$ cat config.mk
export PLATFORM = sky130hd
export DESIGN_NAME = frame_slot_ring_manager_unit
export DESIGN_NICKNAME = d
export VERILOG_FILES = /design/src/rtl/fsrm_pkg.sv /design/src/rtl/frame_slot_ring_manager_unit.sv /design/src/rtl/fsrm_ram.sv /design/src/rtl/fsrm_ctrl.sv /design/src/rtl/fsrm_dpath.sv
export SDC_FILE = /design/constraint.sdc
export NUM_CORES = 1
export LEC_CHECK = 0
export BUFFER_PORTS_ARGS = -buffer_cell sky130_fd_sc_hd__buf_2
export CAP_MARGIN = 20
export CORE_MARGIN = 4
export CORE_UTILIZATION = 33
export DETAILED_ROUTE_END_ITERATION = 6
export GPL_TIMING_DRIVEN = 1
export PLACE_DENSITY = 0.5
export SYNTH_ARGS = -nofsm -noshare
export SYNTH_HDL_FRONTEND = slang
export SYNTH_HIERARCHICAL = 1
export SYNTH_SLANG_ARGS = --single-unit
export TNS_END_PERCENT = 10
$ cat constraint.sdc
create_clock -name clk -period 9.3 [get_ports clk]
set_clock_uncertainty 0.2 [all_clocks]
set_input_delay 0 -clock clk [delete_from_list [all_inputs] [get_ports clk]]
set_output_delay 0 -clock clk [all_outputs]
set_load 0.05 [all_outputs]
$ cat src/rtl/fsrm_pkg.sv
`timescale 1ns / 1ps
`default_nettype none
// ----------------------------------------------------------------------------
// Frame slot ring manager package
// Request codes, register indexes, controller states and the command and
// status bundles between controller and datapath.
// ----------------------------------------------------------------------------
package fsrm_pkg;

    typedef enum logic [2:0] {
        REQ_CLAIM_WR  = 3'd0,
        REQ_DONE_WR   = 3'd1,
        REQ_CLAIM_RD  = 3'd2,
        REQ_CLAIM_LAT = 3'd3,
        REQ_DONE_RD   = 3'd4,
        REQ_FLUSH     = 3'd5,
        REQ_TICK      = 3'd6
    } req_t;

    localparam logic CFG_NUM_SLOTS  = 1'b0;
    localparam logic CFG_MAX_LENGTH = 1'b1;

    typedef enum logic [1:0] {
        ST_IDLE,
        ST_EXEC,
        ST_LOOKUP,
        ST_SWEEP
    } st_t;

    // controller -> datapath
    typedef struct packed {
        logic load_req;     // capture the input beat
        logic rd_issue;     // read slot length and stamp
        logic sweep_start;  // clear the flush step counter
        logic sweep_step;   // clear one fresh mark and advance the read index
        logic commit;       // apply the request and load the result register
    } cmd_t;

    // datapath -> controller
    typedef struct packed {
        logic [2:0] req;
        logic       out_free;
        logic       sweep_done;
    } sts_t;

endpackage : fsrm_pkg
`default_nettype wire

$ cat src/rtl/frame_slot_ring_manager_unit.sv
`timescale 1ns / 1ps
`default_nettype none
// ----------------------------------------------------------------------------
// Frame slot ring manager
// Slot bookkeeping for a ring of frame buffers shared by one writer and one
// reader: claim and finish writes, claim oldest or latest for reading,
// release, flush and tick. Payload storage lives outside this block.
// ----------------------------------------------------------------------------
//
//  Channel  Direction  Beat content
//  -------  ---------  --------------------------------------------------------
//  s_*      in         one request: type, length, stamp select, stamp
//  m_*      out        one result per request: status, slot, length, stamp,
//                      packets left, busy
//  cfg_*    in         register write: 0 num_slots, 1 max_length
//
//  Sequencing: one request at a time. Write, release and tick requests pass
//  through capture and execute; read claims add a lookup state for the
//  registered read of the slot length and stamp stores. Flush adds a walk of
//  one step per slot, at most MAX_SLOTS + 1 steps.
//  Reset clears indexes, flags, fresh marks, tick count and store valid bits.
//  A stalled result holds in the output register; the next request is taken
//  meanwhile and waits in its last state until that register frees up.
//
module frame_slot_ring_manager_unit #(
    parameter int MAX_SLOTS  = 16,
    parameter int MAX_LEN    = 4096,
    parameter int STAMP_BITS = 32
) (
    input  wire logic        clk,
    input  wire logic        rst_n,
    // request stream
    input  wire logic        s_tvalid,
    output logic             s_tready,
    input  wire logic [47:0] s_tdata,   // [12:0] frame_length, [44:13] stamp_in, rest zero
    input  wire logic [3:0]  s_tuser,   // [2:0] req_type, [3] stamp_given
    // result stream
    output logic             m_tvalid,
    input  wire logic        m_tready,
    output logic [55:0]      m_tdata,   // [3:0] slot_index, [16:4] slot_length,
                                        // [48:17] slot_stamp, [52:49] packets_left,
                                        // [53] busy_res, rest zero
    output logic [0:0]       m_tuser,   // [0] status
    // configuration
    input  wire logic        cfg_we,
    input  wire logic        cfg_addr,
    input  wire logic [12:0] cfg_data
);

    fsrm_pkg::cmd_t cmd;
    fsrm_pkg::sts_t sts;

    logic        res_status;
    logic [3:0]  res_slot;
    logic [12:0] res_length;
    logic [31:0] res_stamp;
    logic [3:0]  res_left;
    logic        res_busy;

    // sequence capture, execute, lookup and flush walk
    fsrm_ctrl u_ctrl (
        .clk      (clk),
        .rst_n    (rst_n),
        .in_valid (s_tvalid),
        .in_ready (s_tready),
        .sts      (sts),
        .cmd      (cmd)
    );

    // ring state, slot stores and the result register
    fsrm_dpath #(
        .MAX_SLOTS  (MAX_SLOTS),
        .MAX_LEN    (MAX_LEN),
        .STAMP_BITS (STAMP_BITS)
    ) u_dpath (
        .clk              (clk),
        .rst_n            (rst_n),
        .cfg_we           (cfg_we),
        .cfg_addr         (cfg_addr),
        .cfg_data         (cfg_data),
        .in_req_type      (s_tuser[2:0]),
        .in_frame_length  (s_tdata[12:0]),
        .in_stamp_given   (s_tuser[3]),
        .in_stamp         (s_tdata[44:13]),
        .cmd              (cmd),
        .sts              (sts),
        .out_ready        (m_tready),
        .out_valid        (m_tvalid),
        .out_status       (res_status),
        .out_slot_index   (res_slot),
        .out_slot_length  (res_length),
        .out_slot_stamp   (res_stamp),
        .out_packets_left (res_left),
        .out_busy         (res_busy)
    );

    // pack the result beat, highest field first
    assign m_tdata = {2'b00, res_busy, res_left, res_stamp, res_length, res_slot};
    assign m_tuser = res_status;

endmodule : frame_slot_ring_manager_unit
`default_nettype wire

$ cat src/rtl/fsrm_ram.sv
`timescale 1ns / 1ps
`default_nettype none
// ----------------------------------------------------------------------------
// Generic RAM
// One write port, one read port with registered read data.
// ----------------------------------------------------------------------------
module fsrm_ram #(
    parameter int WIDTH = 8,
    parameter int DEPTH = 16
) (
    input  wire logic                     clk,
    input  wire logic                     we,
    input  wire logic [$clog2(DEPTH)-1:0] waddr,
    input  wire logic [WIDTH-1:0]         wdata,
    input  wire logic                     re,
    input  wire logic [$clog2(DEPTH)-1:0] raddr,
    output logic      [WIDTH-1:0]         rdata
);

    logic [WIDTH-1:0] mem [DEPTH];

    always_ff @(posedge clk)
    begin
        if (we)
        begin
            mem[waddr] <= wdata;
        end
        if (re)
        begin
            rdata <= mem[raddr];
        end
    end

endmodule : fsrm_ram
`default_nettype wire

$ cat src/rtl/fsrm_ctrl.sv
`timescale 1ns / 1ps
`default_nettype none
// ----------------------------------------------------------------------------
// Frame slot ring manager controller
// Sequences one request at a time: capture, execute, slot lookup or flush walk.
// ----------------------------------------------------------------------------
module fsrm_ctrl (
    input  wire logic          clk,
    input  wire logic          rst_n,
    input  wire logic          in_valid,
    output logic               in_ready,
    input  wire fsrm_pkg::sts_t sts,
    output fsrm_pkg::cmd_t     cmd
);

    fsrm_pkg::st_t state_reg;
    fsrm_pkg::st_t state_next;

    always_ff @(posedge clk or negedge rst_n)
    begin
        if (!rst_n)
        begin
            state_reg <= fsrm_pkg::ST_IDLE;
        end
        else
        begin
            state_reg <= state_next;
        end
    end

    always_comb
    begin
        state_next = state_reg;
        cmd        = '0;
        in_ready   = 1'b0;
        case (state_reg)
            fsrm_pkg::ST_IDLE:
            begin
                in_ready = 1'b1;
                if (in_valid)
                begin
                    cmd.load_req = 1'b1;
                    state_next   = fsrm_pkg::ST_EXEC;
                end
            end
            fsrm_pkg::ST_EXEC:
            begin
                case (sts.req)
                    fsrm_pkg::REQ_CLAIM_RD,
                    fsrm_pkg::REQ_CLAIM_LAT:
                    begin
                        cmd.rd_issue = 1'b1;
                        state_next   = fsrm_pkg::ST_LOOKUP;
                    end
                    fsrm_pkg::REQ_FLUSH:
                    begin
                        cmd.sweep_start = 1'b1;
                        state_next      = fsrm_pkg::ST_SWEEP;
                    end
                    default:
                    begin
                        if (sts.out_free)
                        begin
                            cmd.commit = 1'b1;
                            state_next = fsrm_pkg::ST_IDLE;
                        end
                    end
                endcase
            end
            fsrm_pkg::ST_LOOKUP:
            begin
                if (sts.out_free)
                begin
                    cmd.commit = 1'b1;
                    state_next = fsrm_pkg::ST_IDLE;
                end
            end
            fsrm_pkg::ST_SWEEP:
            begin
                if (!sts.sweep_done)
                begin
                    cmd.sweep_step = 1'b1;
                end
                else if (sts.out_free)
                begin
                    cmd.commit = 1'b1;
                    state_next = fsrm_pkg::ST_IDLE;
                end
            end
            default:
            begin
                state_next = fsrm_pkg::ST_IDLE;
            end
        endcase
    end

endmodule : fsrm_ctrl
`default_nettype wire

$ cat src/rtl/fsrm_dpath.sv
`timescale 1ns / 1ps
`default_nettype none
// ----------------------------------------------------------------------------
// Frame slot ring manager datapath
// Ring indexes, open flags, fresh marks, slot length and stamp stores,
// tick counter, configuration and the result register.
// ----------------------------------------------------------------------------
module fsrm_dpath #(
    parameter int MAX_SLOTS  = 16,
    parameter int MAX_LEN    = 4096,
    parameter int STAMP_BITS = 32
) (
    input  wire logic           clk,
    input  wire logic           rst_n,
    // configuration
    input  wire logic           cfg_we,
    input  wire logic           cfg_addr,
    input  wire logic [12:0]    cfg_data,
    // request fields
    input  wire logic [2:0]     in_req_type,
    input  wire logic [12:0]    in_frame_length,
    input  wire logic           in_stamp_given,
    input  wire logic [31:0]    in_stamp,
    // control
    input  wire fsrm_pkg::cmd_t cmd,
    output fsrm_pkg::sts_t      sts,
    // result
    input  wire logic           out_ready,
    output logic                out_valid,
    output logic                out_status,
    output logic [3:0]          out_slot_index,
    output logic [12:0]         out_slot_length,
    output logic [31:0]         out_slot_stamp,
    output logic [3:0]          out_packets_left,
    output logic                out_busy
);

    localparam int IDX_W = $clog2(MAX_SLOTS);
    localparam int CNT_W = $clog2(MAX_SLOTS + 1);
    localparam int SZ_W  = (CNT_W > 5) ? CNT_W : 5;
    localparam int PW    = SZ_W + 2;
    localparam int SWP_W = $clog2(MAX_SLOTS + 2);
    localparam int LLW0  = $clog2(MAX_LEN + 1);
    localparam int LIM_W = (LLW0 > 13) ? LLW0 : 13;
    localparam int STW   = (STAMP_BITS > 32) ? STAMP_BITS : 32;
    localparam int SLW   = (IDX_W > 4) ? IDX_W : 4;

    function automatic logic [IDX_W-1:0] adv(input logic [IDX_W-1:0] i,
                                            input logic [SZ_W-1:0] n);
        logic [SZ_W-1:0] nx;
        nx = SZ_W'(i) + SZ_W'(1);
        return (nx >= n) ? '0 : nx[IDX_W-1:0];
    endfunction

    // configuration
    logic [4:0]  num_slots_reg;
    logic [12:0] max_length_reg;

    // captured request
    logic [2:0]  req_reg;
    logic [12:0] len_reg;
    logic        given_reg;
    logic [31:0] stamp_in_reg;

    // ring state
    logic [IDX_W-1:0]      w_reg,     w_next;
    logic [IDX_W-1:0]      r_reg,     r_next;
    logic                  wopen_reg, wopen_next;
    logic                  ropen_reg, ropen_next;
    logic                  lval_reg,  lval_next;
    logic [IDX_W-1:0]      lidx_reg,  lidx_next;
    logic [MAX_SLOTS-1:0]  fresh_reg, fresh_next;
    logic [STAMP_BITS-1:0] tick_reg,  tick_next;
    logic [MAX_SLOTS-1:0]  len_vld_reg, len_vld_next;
    logic [MAX_SLOTS-1:0]  stp_vld_reg, stp_vld_next;
    logic [SWP_W-1:0]      swp_cnt_reg;
    logic                  rlen_vld_reg;
    logic                  rstp_vld_reg;

    // result register
    logic        out_valid_reg;
    logic        status_reg;
    logic [3:0]  slot_reg;
    logic [12:0] olen_reg;
    logic [31:0] ostamp_reg;
    logic [3:0]  left_reg;
    logic        busy_reg;

    // derived values
    logic [SZ_W-1:0]       ring_n;
    logic [LIM_W-1:0]      len_limit;
    logic                  len_ok;
    logic [IDX_W-1:0]      w_adv;
    logic [IDX_W-1:0]      r_adv;
    logic [PW-1:0]         pd0;
    logic [PW-1:0]         pd1;
    logic [3:0]            pkt_left;
    logic [STW-1:0]        stamp_wide;
    logic [STAMP_BITS-1:0] stamp_wr;
    logic [IDX_W-1:0]      rd_addr;
    logic [12:0]           len_rdata;
    logic [STAMP_BITS-1:0] stp_rdata;
    logic [12:0]           rd_len;
    logic [STW-1:0]        rd_stamp_wide;
    logic                  len_we;
    logic                  stp_we;

    // result fields of the current commit
    logic             res_status;
    logic [IDX_W-1:0] res_slot;
    logic [SLW-1:0]   res_slot_wide;
    logic [12:0]      res_len;
    logic [31:0]      res_stamp;
    logic [3:0]       res_left;

    always_comb
    begin
        if (num_slots_reg == 5'd0)
        begin
            ring_n = SZ_W'(1);
        end
        else if (SZ_W'(num_slots_reg) > SZ_W'(MAX_SLOTS))
        begin
            ring_n = SZ_W'(MAX_SLOTS);
        end
        else
        begin
            ring_n = SZ_W'(num_slots_reg);
        end
    end

    always_comb
    begin
        if (LIM_W'(max_length_reg) > LIM_W'(MAX_LEN))
        begin
            len_limit = LIM_W'(MAX_LEN);
        end
        else
        begin
            len_limit = LIM_W'(max_length_reg);
        end
    end

    assign len_ok = (LIM_W'(len_reg) <= len_limit);
    assign w_adv  = adv(w_reg, ring_n);
    assign r_adv  = adv(r_reg, ring_n);

    // frames queued behind the open read slot
    always_comb
    begin
        pd0 = PW'(w_reg) - PW'(r_reg) - PW'(1);
        pd1 = pd0[PW-1] ? (pd0 + PW'(ring_n)) : pd0;
        pkt_left = pd1[PW-1] ? 4'd0 : pd1[3:0];
    end

    assign stamp_wide = STW'(stamp_in_reg);
    assign stamp_wr   = given_reg ? stamp_wide[STAMP_BITS-1:0] : tick_reg;

    // slot stores; an entry never written reads as zero
    assign rd_addr = (req_reg == fsrm_pkg::REQ_CLAIM_LAT) ? lidx_reg : r_reg;

    fsrm_ram #(.WIDTH(13), .DEPTH(MAX_SLOTS)) u_len_ram (
        .clk   (clk),
        .we    (len_we),
        .waddr (w_reg),
        .wdata (len_reg),
        .re    (cmd.rd_issue),
        .raddr (rd_addr),
        .rdata (len_rdata)
    );

    fsrm_ram #(.WIDTH(STAMP_BITS), .DEPTH(MAX_SLOTS)) u_stamp_ram (
        .clk   (clk),
        .we    (stp_we),
        .waddr (w_reg),
        .wdata (stamp_wr),
        .re    (cmd.rd_issue),
        .raddr (rd_addr),
        .rdata (stp_rdata)
    );

    assign rd_len        = rlen_vld_reg ? len_rdata : 13'd0;
    assign rd_stamp_wide = rstp_vld_reg ? STW'(stp_rdata) : '0;

    // next state for one flush step or one committed request
    always_comb
    begin
        w_next       = w_reg;
        r_next       = r_reg;
        wopen_next   = wopen_reg;
        ropen_next   = ropen_reg;
        lval_next    = lval_reg;
        lidx_next    = lidx_reg;
        fresh_next   = fresh_reg;
        tick_next    = tick_reg;
        len_vld_next = len_vld_reg;
        stp_vld_next = stp_vld_reg;
        len_we       = 1'b0;
        stp_we       = 1'b0;
        res_status   = 1'b1;
        res_slot     = '0;
        res_len      = 13'd0;
        res_stamp    = 32'd0;
        res_left     = 4'd0;
        if (cmd.sweep_step)
        begin
            fresh_next[r_reg] = 1'b0;
            r_next            = r_adv;
        end
        else if (cmd.commit)
        begin
            case (req_reg)
                fsrm_pkg::REQ_CLAIM_WR:
                begin
                    if (!wopen_reg)
                    begin
                        if (w_reg == r_reg && ropen_reg)
                        begin
                            w_next = w_adv;
                        end
                        wopen_next = 1'b1;
                        res_slot   = (w_reg == r_reg && ropen_reg) ? w_adv : w_reg;
                        res_status = 1'b0;
                    end
                end
                fsrm_pkg::REQ_DONE_WR:
                begin
                    if (wopen_reg && len_ok)
                    begin
                        len_we              = 1'b1;
                        len_vld_next[w_reg] = 1'b1;
                        res_slot            = w_reg;
                        if (len_reg != 13'd0)
                        begin
                            fresh_next[w_reg]   = 1'b1;
                            stp_we              = 1'b1;
                            stp_vld_next[w_reg] = 1'b1;
                            lval_next           = 1'b1;
                            lidx_next           = w_reg;
                            w_next              = w_adv;
                        end
                        else
                        begin
                            fresh_next[w_reg] = 1'b0;
                        end
                        wopen_next = 1'b0;
                        res_status = 1'b0;
                    end
                end
                fsrm_pkg::REQ_CLAIM_RD:
                begin
                    if (!ropen_reg && r_reg != w_reg)
                    begin
                        fresh_next[r_reg] = 1'b0;
                        res_slot          = r_reg;
                        res_len           = rd_len;
                        res_stamp         = rd_stamp_wide[31:0];
                        ropen_next        = 1'b1;
                        res_status        = 1'b0;
                    end
                end
                fsrm_pkg::REQ_CLAIM_LAT:
                begin
                    if (!ropen_reg && lval_reg && fresh_reg[lidx_reg])
                    begin
                        fresh_next[lidx_reg] = 1'b0;
                        r_next               = lidx_reg;
                        res_slot             = lidx_reg;
                        res_len              = rd_len;
                        res_stamp            = rd_stamp_wide[31:0];
                        ropen_next           = 1'b1;
                        res_status           = 1'b0;
                    end
                end
                fsrm_pkg::REQ_DONE_RD:
                begin
                    if (ropen_reg)
                    begin
                        res_left = pkt_left;
                        res_slot = r_reg;
                        if (r_reg != w_reg)
                        begin
                            r_next = r_adv;
                        end
                        ropen_next = 1'b0;
                        res_status = 1'b0;
                    end
                end
                fsrm_pkg::REQ_FLUSH:
                begin
                    res_status = 1'b0;
                end
                fsrm_pkg::REQ_TICK:
                begin
                    tick_next  = tick_reg + STAMP_BITS'(1);
                    res_status = 1'b0;
                end
                default:
                begin
                    res_status = 1'b1;
                end
            endcase
        end
    end

    assign res_slot_wide = SLW'(res_slot);

    // configuration registers
    always_ff @(posedge clk or negedge rst_n)
    begin
        if (!rst_n)
        begin
            num_slots_reg  <= 5'd16;
            max_length_reg <= 13'd4096;
        end
        else if (cfg_we)
        begin
            if (cfg_addr == fsrm_pkg::CFG_NUM_SLOTS)
            begin
                num_slots_reg <= cfg_data[4:0];
            end
            else
            begin
                max_length_reg <= cfg_data;
            end
        end
    end

    // captured request
    always_ff @(posedge clk)
    begin
        if (cmd.load_req)
        begin
            req_reg      <= in_req_type;
            len_reg      <= in_frame_length;
            given_reg    <= in_stamp_given;
            stamp_in_reg <= in_stamp;
        end
    end

    // ring state
    always_ff @(posedge clk or negedge rst_n)
    begin
        if (!rst_n)
        begin
            w_reg        <= '0;
            r_reg        <= '0;
            wopen_reg    <= 1'b0;
            ropen_reg    <= 1'b0;
            lval_reg     <= 1'b0;
            lidx_reg     <= '0;
            fresh_reg    <= '0;
            tick_reg     <= '0;
            len_vld_reg  <= '0;
            stp_vld_reg  <= '0;
            swp_cnt_reg  <= '0;
            rlen_vld_reg <= 1'b0;
            rstp_vld_reg <= 1'b0;
        end
        else
        begin
            w_reg       <= w_next;
            r_reg       <= r_next;
            wopen_reg   <= wopen_next;
            ropen_reg   <= ropen_next;
            lval_reg    <= lval_next;
            lidx_reg    <= lidx_next;
            fresh_reg   <= fresh_next;
            tick_reg    <= tick_next;
            len_vld_reg <= len_vld_next;
            stp_vld_reg <= stp_vld_next;
            if (cmd.sweep_start)
            begin
                swp_cnt_reg <= '0;
            end
            else if (cmd.sweep_step)
            begin
                swp_cnt_reg <= swp_cnt_reg + SWP_W'(1);
            end
            if (cmd.rd_issue)
            begin
                rlen_vld_reg <= len_vld_reg[rd_addr];
                rstp_vld_reg <= stp_vld_reg[rd_addr];
            end
        end
    end

    // result register
    always_ff @(posedge clk or negedge rst_n)
    begin
        if (!rst_n)
        begin
            out_valid_reg <= 1'b0;
        end
        else if (cmd.commit)
        begin
            out_valid_reg <= 1'b1;
        end
        else if (out_ready)
        begin
            out_valid_reg <= 1'b0;
        end
    end

    always_ff @(posedge clk)
    begin
        if (cmd.commit)
        begin
            status_reg <= res_status;
            slot_reg   <= res_slot_wide[3:0];
            olen_reg   <= res_len;
            ostamp_reg <= res_stamp;
            left_reg   <= res_left;
            busy_reg   <= ropen_next || (w_next != r_next);
        end
    end

    assign sts.req        = req_reg;
    assign sts.out_free   = !out_valid_reg || out_ready;
    assign sts.sweep_done = (r_reg == w_reg) || (swp_cnt_reg == SWP_W'(MAX_SLOTS + 1));

    assign out_valid        = out_valid_reg;
    assign out_status       = status_reg;
    assign out_slot_index   = slot_reg;
    assign out_slot_length  = olen_reg;
    assign out_slot_stamp   = ostamp_reg;
    assign out_packets_left = left_reg;
    assign out_busy         = busy_reg;

endmodule : fsrm_dpath
`default_nettype wire
==> flow_metrics.tcl, run 1 <==
set metrics [dict create \
    vias 21800 \
    netlist_area_sq_um 40100 \
    min_path_type "input port to flip-flop" \
    dp_slack_ps 2680 \
    cts_buffers 105 \
    end_kind "flip-flop" \
    area_growth_pct 19.6 \
    io_buffer_count 124 \
    gp_congestion 0.850 \
    critPathKind "flip-flop to flip-flop" \
    first_global_vias 22800 \
    p_switching_uw 4140 \
    synth_edf_count 869 \
    ys_warn_count 6 \
    cp_max_fo 25 \
    seqPwrFrac_pct 42.1 \
    max_freq_mhz 151 \
    placed_area_sq_um 42900 \
    worstSkewPairLatency_ps 680 \
    cts.path.max_buffers 3 \
    setup_tns_ps 0 \
    yosysSeqAreaShare_pct 72.7 \
    synth_top_area_share_pct 65.1 \
    grt_max_degree 121 \
    ys.flop_type "edfxtp_1" \
    stdcell_area_sq_um 48000 \
    gr-total-overflow 0 \
    fin_ws_ps 2690 \
    die_w_um 357 \
    die-area_sq_um 127000 \
    antenna_found_initial 1 \
    top_regs "u_dpath/u_stamp_ram/mem: 512 flops, u_dpath/u_len_ram/mem: 208 flops" \
    worstPathBufferInverterCount 2 \
    p_int_uw 9030 \
    setup_viol 0 \
    ios 130 \
    first_pass_iters 5 \
    first_iter_violations 1817 \
    cp_slowest_cell "nor3_1" \
    p_clk_share_pct 31.5 \
    synthTopCellsByArea "edfxtp_1 (65%), mux4_2 (9.0%), dfrtp_1 (7.5%)" \
    synth_area_leader_cell "edfxtp_1" \
    ys_async_sr_fraction_pct 12.4 \
    leakagePower_uw 0.0168 \
    grt_pass1_wl_mm 145 \
    h-tree-depth 3 \
    nNetsFinal 2669 \
    viasPerCell 5.12 \
    rows 127 \
    synth_area_per_cell_sq_um 18.1 \
    start_kind "flip-flop" \
    drive_gt1_share_pct 23.2 \
    routed_wl_mm 96.6 \
    slew_headroom_pct 24.5 \
    place_hpwl_mm 57.7 \
    largest-register "u_dpath/u_stamp_ram/mem" \
    worst-slew-pin-transition_ps 1130 \
    initial_utilization_pct 33.3 \
    drv_slew 0 \
    min_period_ps 6610 \
    synthCells 2218 \
    max_stage_delay_ps 790 \
    switching_share_pct 31.4 \
    clock-sinks 992 \
    synth_cell_types 80 \
    core-area_sq_um 120000 \
    grt_usage_pct 15.2 \
    synth-seq-cells 992 \
    die_h_um 357 \
    largest_register_ffs 512 \
    cts-root-buf "clkbuf_16" \
    rsz0062_at_grt "no" \
    cpLargestDelayFamily "simple AND/OR/NAND/NOR gates" \
    ant_nets 0 \
    power_frac_comb_pct 26.5 \
    hold_violations 0 \
    peakVddDrop_uv 193 \
    required_ps 9470 \
    arrival_ps 6790 \
    cts_tree "yes" \
    max_cap_viol_count 0 \
    finalCritPeriodShare_pct 71.1 \
    p_per_area_nw_per_um2 274 \
    postCtsResizedCells 0 \
    status "completed" \
    clkTransAtPathRegs_ps 60 \
    crit_chain "inv_1 > ha_1 > nand4_1 > nand2_1 > or2b_1 > a32oi_1 > nor2_4 > nand2b_1 > nor3_1 > nand2_1 > nor2_1 > or3b_2 > nor2_4 > buf_4" \
    wl_per_cell_um 22.7 \
    remaining_drc_errors 0 \
]
==> layer usage <==
metal  up-vias  wire length, um  global-route usage (%)
met5         -                0                       0
met4         0             1970                    3.95
met3       149             4970                    2.68
met2       583            48000                    25.6
met1     11500            41700                    20.3
li1       9577                -                       -
==> per-stage QoR <==
| step | utilization, % | total power, uW | std cells | hold WS, ps |
|---|---|---|---|---|
| floorplan | - | 8050 | 2219 | -496 |
| global placement | 35.6 | 9030 | 3895 | -248 |
| detailed placement | 35.7 | 9090 | 3905 | -240 |
| CTS | 39.8 | 13400 | 4246 | 39.1 |
| global route | 39.9 | 13800 | 4252 | 133 |
| finish | 39.9 | 13200 | 4254 | 74.7 |
==> worst paths after layout <==
| path | start | to | slack, ps | cells past startpoint |
|---|---|---|---|---|
| max | u_dpath/r_reg[2] | u_dpath/u_stamp_ram/mem[3][10] | 2690 | 14 |
| min | m_tready | u_dpath/out_valid | 70 | 4 |
| max reg2reg | u_dpath/r_reg[2] | u_dpath/u_stamp_ram/mem[3][10] | 2690 | 14 |
| min reg2reg | u_dpath/lval_reg | u_dpath/lval_reg | 250 | 1 |
| max in group asynchronous | rst_n | u_dpath/max_length_reg[12] | 7850 | 5 |
| min in group asynchronous | rst_n | u_ctrl/state_reg[1] | 250 | 4 |
==> synthesized netlist by cell type (5+ instances only) <==
library cell,instances
buf_2,10
a22oi_1,94
edfxtp_1,869
buf_4,14
o31ai_1,5
o21bai_1,34
nor3_1,17
a311oi_1,5
buf_6,7
nand3b_1,7
and4_1,5
nand2_1,149
a21oi_1,54
a21o_1,12
nor2_1,86
xnor2_1,32
clkbuf_1,67
nor2b_1,23
mux2_2,53
o41ai_1,15
o21ai_0,35
mux2i_1,17
buf_1,13
inv_1,34
dfrtp_1,121
mux4_2,160
nand2b_1,12
and2_1,6
xor2_1,18
a31oi_1,13
mux4_1,24
ha_1,44
and3_1,52
nand4_1,14
nand3_1,30
==> placed cells by master (no fill, tap or decap), drive strengths merged, types with 7 or more instances in the layout <==
master / n
edfxtp: 869
buf: 192
mux4: 184
nand2: 150
dlygate4sd3: 145
clkbuf: 130
dfrtp: 121
a22oi: 94
nor2: 88
a21oi: 56
mux2: 53
and3: 52
clkinv: 48
ha: 44
inv: 39
o21ai: 36
o21bai: 34
xnor2: 32
nand3: 30
nor2b: 23
nor3: 19
xor2: 18
mux2i: 18
o41ai: 15
nand4: 14
a31oi: 13
nand2b: 13
a21o: 13
bufinv: 9
nand3b: 7
==> worst reg2reg max path, delay by kind of cell, from the launching register on <==
kind / cells / cell delay [ps]
adders and majority gates: 1 / 390
and+or+nand+nor: 10 / 4480
AOI/OAI and AO/OA: 1 / 90
buffers and inverters: 2 / 550
DFF: 1 / 610
==> logic make-up after synthesis <==
| logic type | after synthesis | synth area share [%] |
|---|---|---|
| simple gates | 424 | 5.18 |
| mux | 255 | 12.5 |
| flops | 992 | 72.7 |
| fa+ha+maj | 46 | 1.47 |
| buf+inv | 146 | 1.66 |
| xor+xnor | 50 | 1.09 |
| compound gates | 304 | 5.32 |
| other cells | 1 | 0.00935 |
==> layout make-up <==
class                   count  area [sq um]
diodes                      2          5.00
clock buffers             130          2830
clock inverters            65           642
fillers                 10900         72300
inverters                  35           144
multi-input cells        1081         10500
flip-flops and latches    992         29200
well taps                1612          2020
repair buffers            337          2700
==> power groups by stage <==
| stage | clock network [uW] | registers [uW] | logic [uW] |
|---|---|---|---|
| CTS | 4280 | 5540 | 3540 |
| finish | 4140 | 5540 | 3490 |
| detailed placement | 0 | 5630 | 3460 |
| global placement | 0 | 5620 | 3420 |
| global route | 4460 | 5570 | 3780 |
| floorplan | 0 | 5890 | 2160 |
==> repair_timing <==
item / CTS / global route
hold endpoints to repair: 209 / 0
buffers inserted: 0 / 0
hold buffers: 146 / 0
endpoints found under the setup margin: 0 / 0
(Power assumes the default switching activity.)
==> run 2: changes to the inputs <==
==> constraint.sdc (replaced) <==
create_clock -name clk -period 5.6 [get_ports clk]
set_clock_uncertainty 0.2 [all_clocks]
set_input_delay 0 -clock clk [delete_from_list [all_inputs] [get_ports clk]]
set_output_delay 0 -clock clk [all_outputs]
set_load 0.05 [all_outputs]
==> run 2 against run 1 <==
Against the previous run: sequential cell count stayed put; critical path depth up 1; total power up 67%; fmax rose by 41%; hold slack gained 110 ps; sequential power rose by 66%; routed wire length grew 3.5%; register-to-register slack worse by 1800 ps; first-iteration DRC count is 13% lower; utilization up 0.24 points; critical path type unchanged; highest routed layer unchanged.
==> flow_metrics.tcl, run 2 (synthesis results as in run 1) <==
set metrics [dict create \
    layout_commonest_cell "edfxtp_1" \
    die-area_sq_um 127000 \
    max_cap_viol_count 0 \
    leakagePower_uw 0.0169 \
    min_path_type "input port to async pin" \
    setup_viol 0 \
    fin_cells 4272 \
    hold_violations 0 \
    start_kind "flip-flop" \
    place_hpwl_mm 60.0 \
    first_iter_violations 1580 \
    grt_usage_pct 15.7 \
    cts-root-buf "clkbuf_16" \
    first_pass_iters 6 \
    fin_ws_ps 924 \
    rows 127 \
    rr_endpoint "u_dpath/u_stamp_ram/mem[0][11]" \
    min_period_ps 4680 \
    dp_slack_ps 960 \
    r2r_setup_slack_ps 920 \
    worst-slew-pin-transition_ps 986 \
    diodes 0 \
    top_regs "u_dpath/u_stamp_ram/mem: 512 flops, u_dpath/u_len_ram/mem: 208 flops" \
    cts_buffers 107 \
    slew_headroom_pct 34.3 \
    core-area_sq_um 120000 \
    initial_utilization_pct 33.3 \
    largest_register_ffs 512 \
    wl_per_cell_um 23.4 \
    die_w_um 357 \
    critPathKind "flip-flop to flip-flop" \
    drive_gt1_share_pct 23.6 \
    vias 21800 \
    peakVddDrop_uv 271 \
    rsz0062_at_grt "no" \
    cts.path.max_buffers 3 \
    ios 130 \
    worstSkewPairLatency_ps 680 \
    final_cell_mix "edfxtp_1 (869), mux4_2 (160), nand2_1 (149), dlygate4sd3_1 (146), buf_2 (123)" \
    nNetsFinal 2691 \
    drv_slew 0 \
    gp_congestion 0.828 \
    grt_pass1_wl_mm 150 \
    postCtsResizedCells 0 \
    largest-register "u_dpath/u_stamp_ram/mem" \
    first_global_vias 23100 \
    status "completed" \
    viasPerCell 5.09 \
    grt_max_degree 84 \
    h-tree-depth 3 \
    p_per_area_nw_per_um2 457 \
    antenna_found_initial 3 \
    cp_max_fo 32 \
    ant_nets 0 \
    remaining_drc_errors 0 \
    dp_cells 3928 \
    end_kind "flip-flop" \
    r2r_cells 15 \
    io_buffer_count 124 \
    die_h_um 357 \
    clock-sinks 992 \
    arrival_ps 4830 \
    routed_wl_mm 100 \
    clkTransAtPathRegs_ps 70 \
    cts_tree "yes" \
    finalCritPeriodShare_pct 83.5 \
    r2r_start "u_dpath/r_reg[2]" \
    max_freq_mhz 214 \
    area_growth_pct 20.3 \
    gr-total-overflow 0 \
    required_ps 5750 \
]
## run 2: power by group
part / switching [uW] / internal (uW) / total, uW
logic: 3770 / 2170 / 5930
registers: 306 / 8880 / 9190
clock network: 2820 / 4100 / 6920
## run 2: worst max-delay path by stage
stage	start	to	slack (ps)	cells after the start
floorplan	u_dpath/w_reg[0]	u_dpath/u_stamp_ram/mem[6][0]	-100	13
global placement	u_dpath/r_reg[2]	u_dpath/u_stamp_ram/mem[0][13]	1030	15
detailed placement	u_dpath/r_reg[2]	u_dpath/u_stamp_ram/mem[0][13]	960	15
CTS	u_dpath/r_reg[2]	u_dpath/u_stamp_ram/mem[0][11]	920	15
global route	u_dpath/r_reg[2]	u_dpath/tick_reg[28]	680	16
finish	u_dpath/r_reg[2]	u_dpath/u_stamp_ram/mem[0][11]	920	15
## run 2: critical path: stages, from the launching register on
cell      delay (ps)
dfrtp_1          660
inv_1            180
ha_1             400
nand4_1          220
nand2_1          140
or2b_1           160
a32oi_1          100
nor2_4           140
nand2b_1         190
nor3_2           390
nand2_1          120
nor2_1           140
buf_4            180
or3b_2           580
nor3_4           240
buf_12           280
## run 2: per-stage QoR
step,utilization (%),instance area (sq um),power [uW],hold slack (ps),setup TNS (ps)
2_1_floorplan,-,40200,13400,-496,-28070
3_3_place_gp,36.0,43300,15100,-255,0
3_5_place_dp,36.0,43300,15200,-246,0
4_1_cts,40.1,48200,22300,154,0
5_1_grt,40.1,48300,23100,209,0
6_report,40.1,48300,22000,180,0
## run 2: cell type report
type,instances,area [sq um]
fill,10900,72000
sequential,992,29200
multi-input combinational,1081,10500
clock buffer,150,3050
timing repair buffer,357,2960
tap,1612,2020
clock inverter,45,423
inverter,35,144
## run 2: repair_timing
action | in CTS | in global routing
setup buffers | 0 | 0
endpoints found under the hold margin | 240 | 0
hold buffers | 147 | 0
## run 2: layer usage
layer	GRT usage, %	routed length (um)	up-vias
met5	0	0	-
met4	3.82	1910	0
met3	2.46	4110	127
met2	27.0	50300	507
met1	21.1	43700	11500
li1	-	-	9625
==> run 3: changes to the inputs <==
==> constraint.sdc (replaced) <==
create_clock -name clk -period 4 [get_ports clk]
set_clock_uncertainty 0.2 [all_clocks]
set_input_delay 0 -clock clk [delete_from_list [all_inputs] [get_ports clk]]
set_output_delay 0 -clock clk [all_outputs]
set_load 0.05 [all_outputs]
==> run 3 against run 2 <==
Against the previous run: utilization is 0.57 points higher; critical path depth shrank 3; non-clock buffer count grew 38; total power up 42%; routed wire length increased by 1.6%; hold slack got worse by 77 ps; combinational power rose by 47%; sequential power up 39%; die area unchanged; critical endpoint is now u_dpath/u_stamp_ram/mem[0][27]; largest power group unchanged.
==> flow_metrics.tcl, run 3 (synthesis results as in run 1) <==
set metrics [dict create \
    worst-slew-pin-transition_ps 926 \
    initial_utilization_pct 33.3 \
    cts_buffers 105 \
    peakVddDrop_uv 409 \
    routed_wl_mm 102 \
    drv_slew 0 \
    max_cap_viol_count 0 \
    required_ps 4190 \
    die-area_sq_um 127000 \
    first_iter_violations 2059 \
    core-area_sq_um 120000 \
    start_kind "flip-flop" \
    crit_start "u_dpath/max_length_reg[12]" \
    cts.path.max_buffers 3 \
    gr-total-overflow 0 \
    h-tree-depth 3 \
    worstSkewPairLatency_ps 690 \
    layout_commonest_cell "edfxtp_1" \
    antenna_found_initial 7 \
    place_hpwl_mm 60.9 \
    slew_headroom_pct 38.1 \
    n_fill_cell 10800 \
    cts_tree "yes" \
    status "completed" \
    gp_congestion 0.828 \
    cts-root-buf "clkbuf_16" \
    setup_viol 0 \
    vias 22000 \
    clock-sinks 992 \
    viasPerCell 5.10 \
    end_kind "flip-flop" \
    wl_per_cell_um 23.6 \
    die_w_um 357 \
    grt_pass1_wl_mm 151 \
    die_h_um 357 \
    min_period_ps 3890 \
    largest-register "u_dpath/u_stamp_ram/mem" \
    leakagePower_uw 0.0171 \
    r2r_setup_slack_ps 110 \
    dp_slack_ps 154 \
    p_per_area_nw_per_um2 639 \
    min_path_type "input port to flip-flop" \
    rsz0062_at_grt "yes" \
    fin_ws_ps 110 \
    top_regs "u_dpath/u_stamp_ram/mem: 512 flops, u_dpath/u_len_ram/mem: 208 flops" \
    r2r_start "u_dpath/max_length_reg[12]" \
    grt_max_degree 69 \
    max_freq_mhz 257 \
    stdcell_area_sq_um 48900 \
    finalCritPeriodShare_pct 97.3 \
    final_cell_mix "edfxtp_1 (869), mux4_2 (160), nand2_1 (148), dlygate4sd3_1 (146), buf_2 (123)" \
    placed_area_sq_um 43800 \
    ios 130 \
    hold_violations 0 \
    rows 127 \
    drive_gt1_share_pct 25.4 \
    critPathKind "flip-flop to flip-flop" \
    io_buffer_count 124 \
    first_global_vias 23100 \
    area_growth_pct 22.0 \
    cp_max_fo 16 \
    nNetsFinal 2728 \
    arrival_ps 4080 \
    largest_register_ffs 512 \
    first_pass_iters 5 \
    worstHoldStart "m_tready" \
    grt_usage_pct 15.9 \
    clkTransAtPathRegs_ps 60 \
    ant_nets 0 \
    remaining_drc_errors 0 \
    setup_tns_ps 0 \
]
==> run 3: cell types whose count changed in the layout (fill, tap and decap cells not counted), moves of 3 or more <==
cell | before | now
clkinvlp_4 | 1 | 6
inv_6 | 2 | 5
clkinv_2 | 11 | 17
nor2_1 | 70 | 66
buf_4 | 71 | 87
clkbuf_16 | 110 | 106
bufinv_16 | 7 | 12
clkbuf_8 | 15 | 1
nor2_2 | 2 | 5
clkinv_16 | 1 | 4
buf_12 | 14 | 35
==> run 3: worst paths after layout <==
path	endpoint	cells after the start
worst max-delay path	u_dpath/u_stamp_ram/mem[0][27]	12
worst min-delay path	u_dpath/out_valid	4
worst max register to register	u_dpath/u_stamp_ram/mem[0][27]	12
worst min register to register	u_dpath/lval_reg	1
max in group asynchronous	u_dpath/w_reg[0]	4
min in group asynchronous	u_dpath/num_slots_reg[4]	3
==> run 3: final cells by class <==
type / count / area [sq um] / area share, %
sequential: 992 / 29200 / 59.6
inverter: 35 / 150 / 0.307
timing repair inverter: 1 / 7.51 / 0.0153
clock buffer: 131 / 2740 / 5.59
tap: 1612 / 2020 / 4.12
timing repair buffer: 395 / 3510 / 7.16
clock inverter: 66 / 753 / 1.54
multi-input combinational: 1081 / 10600 / 21.6
antenna: 2 / 5.00 / 0.0102
==> run 3: what timing repair did <==
item / in CTS / in global routing
hold endpoints to repair: 242 / 0
hold buffers: 147 / 0
setup buffers: 0 / 2
setup endpoints to repair: 0 / 473
gates resized for setup: 0 / 9
==> run 3: where the power goes <==
group | internal [uW] | leakage [uW] | total [uW] | switching (uW)
registers | 12400 | 0.00956 | 12800 | 333
clock network | 5670 | 0.00169 | 9760 | 4100
logic | 3310 | 0.00590 | 8740 | 5430
==> run 3: metal layers <==
layer,global-route usage [%],routed length (um)
met2,26.8,50300
met3,2.77,4750
met1,21.2,44300
met4,4.19,2250
met5,0,26
==> run 3: critical path, cell delays in order, from the launching register on <==
cell and delay (ps):
dfstp_2 600, clkinvlp_4 160, nand2_1 90, ha_1 250, a21o_1 190, a21oi_1 140
o221ai_1 250, o31a_1 410, nor2_4 270, or3b_4 490, nor3_4 220, buf_12 140
clkbuf_16 190
==> run 3: metrics by stage <==
stage / total power, uW / instances / utilization [%] / hold slack (ps)
after floorplan: 18800 / 2219 / - / -496
after global placement: 21500 / 3964 / 36.4 / -97.6
after detailed placement: 21700 / 3965 / 36.5 / -77.1
after CTS: 31700 / 4309 / 40.6 / 39.0
after global routing: 32800 / 4315 / 40.7 / 133
final: 31300 / 4315 / 40.7 / 103
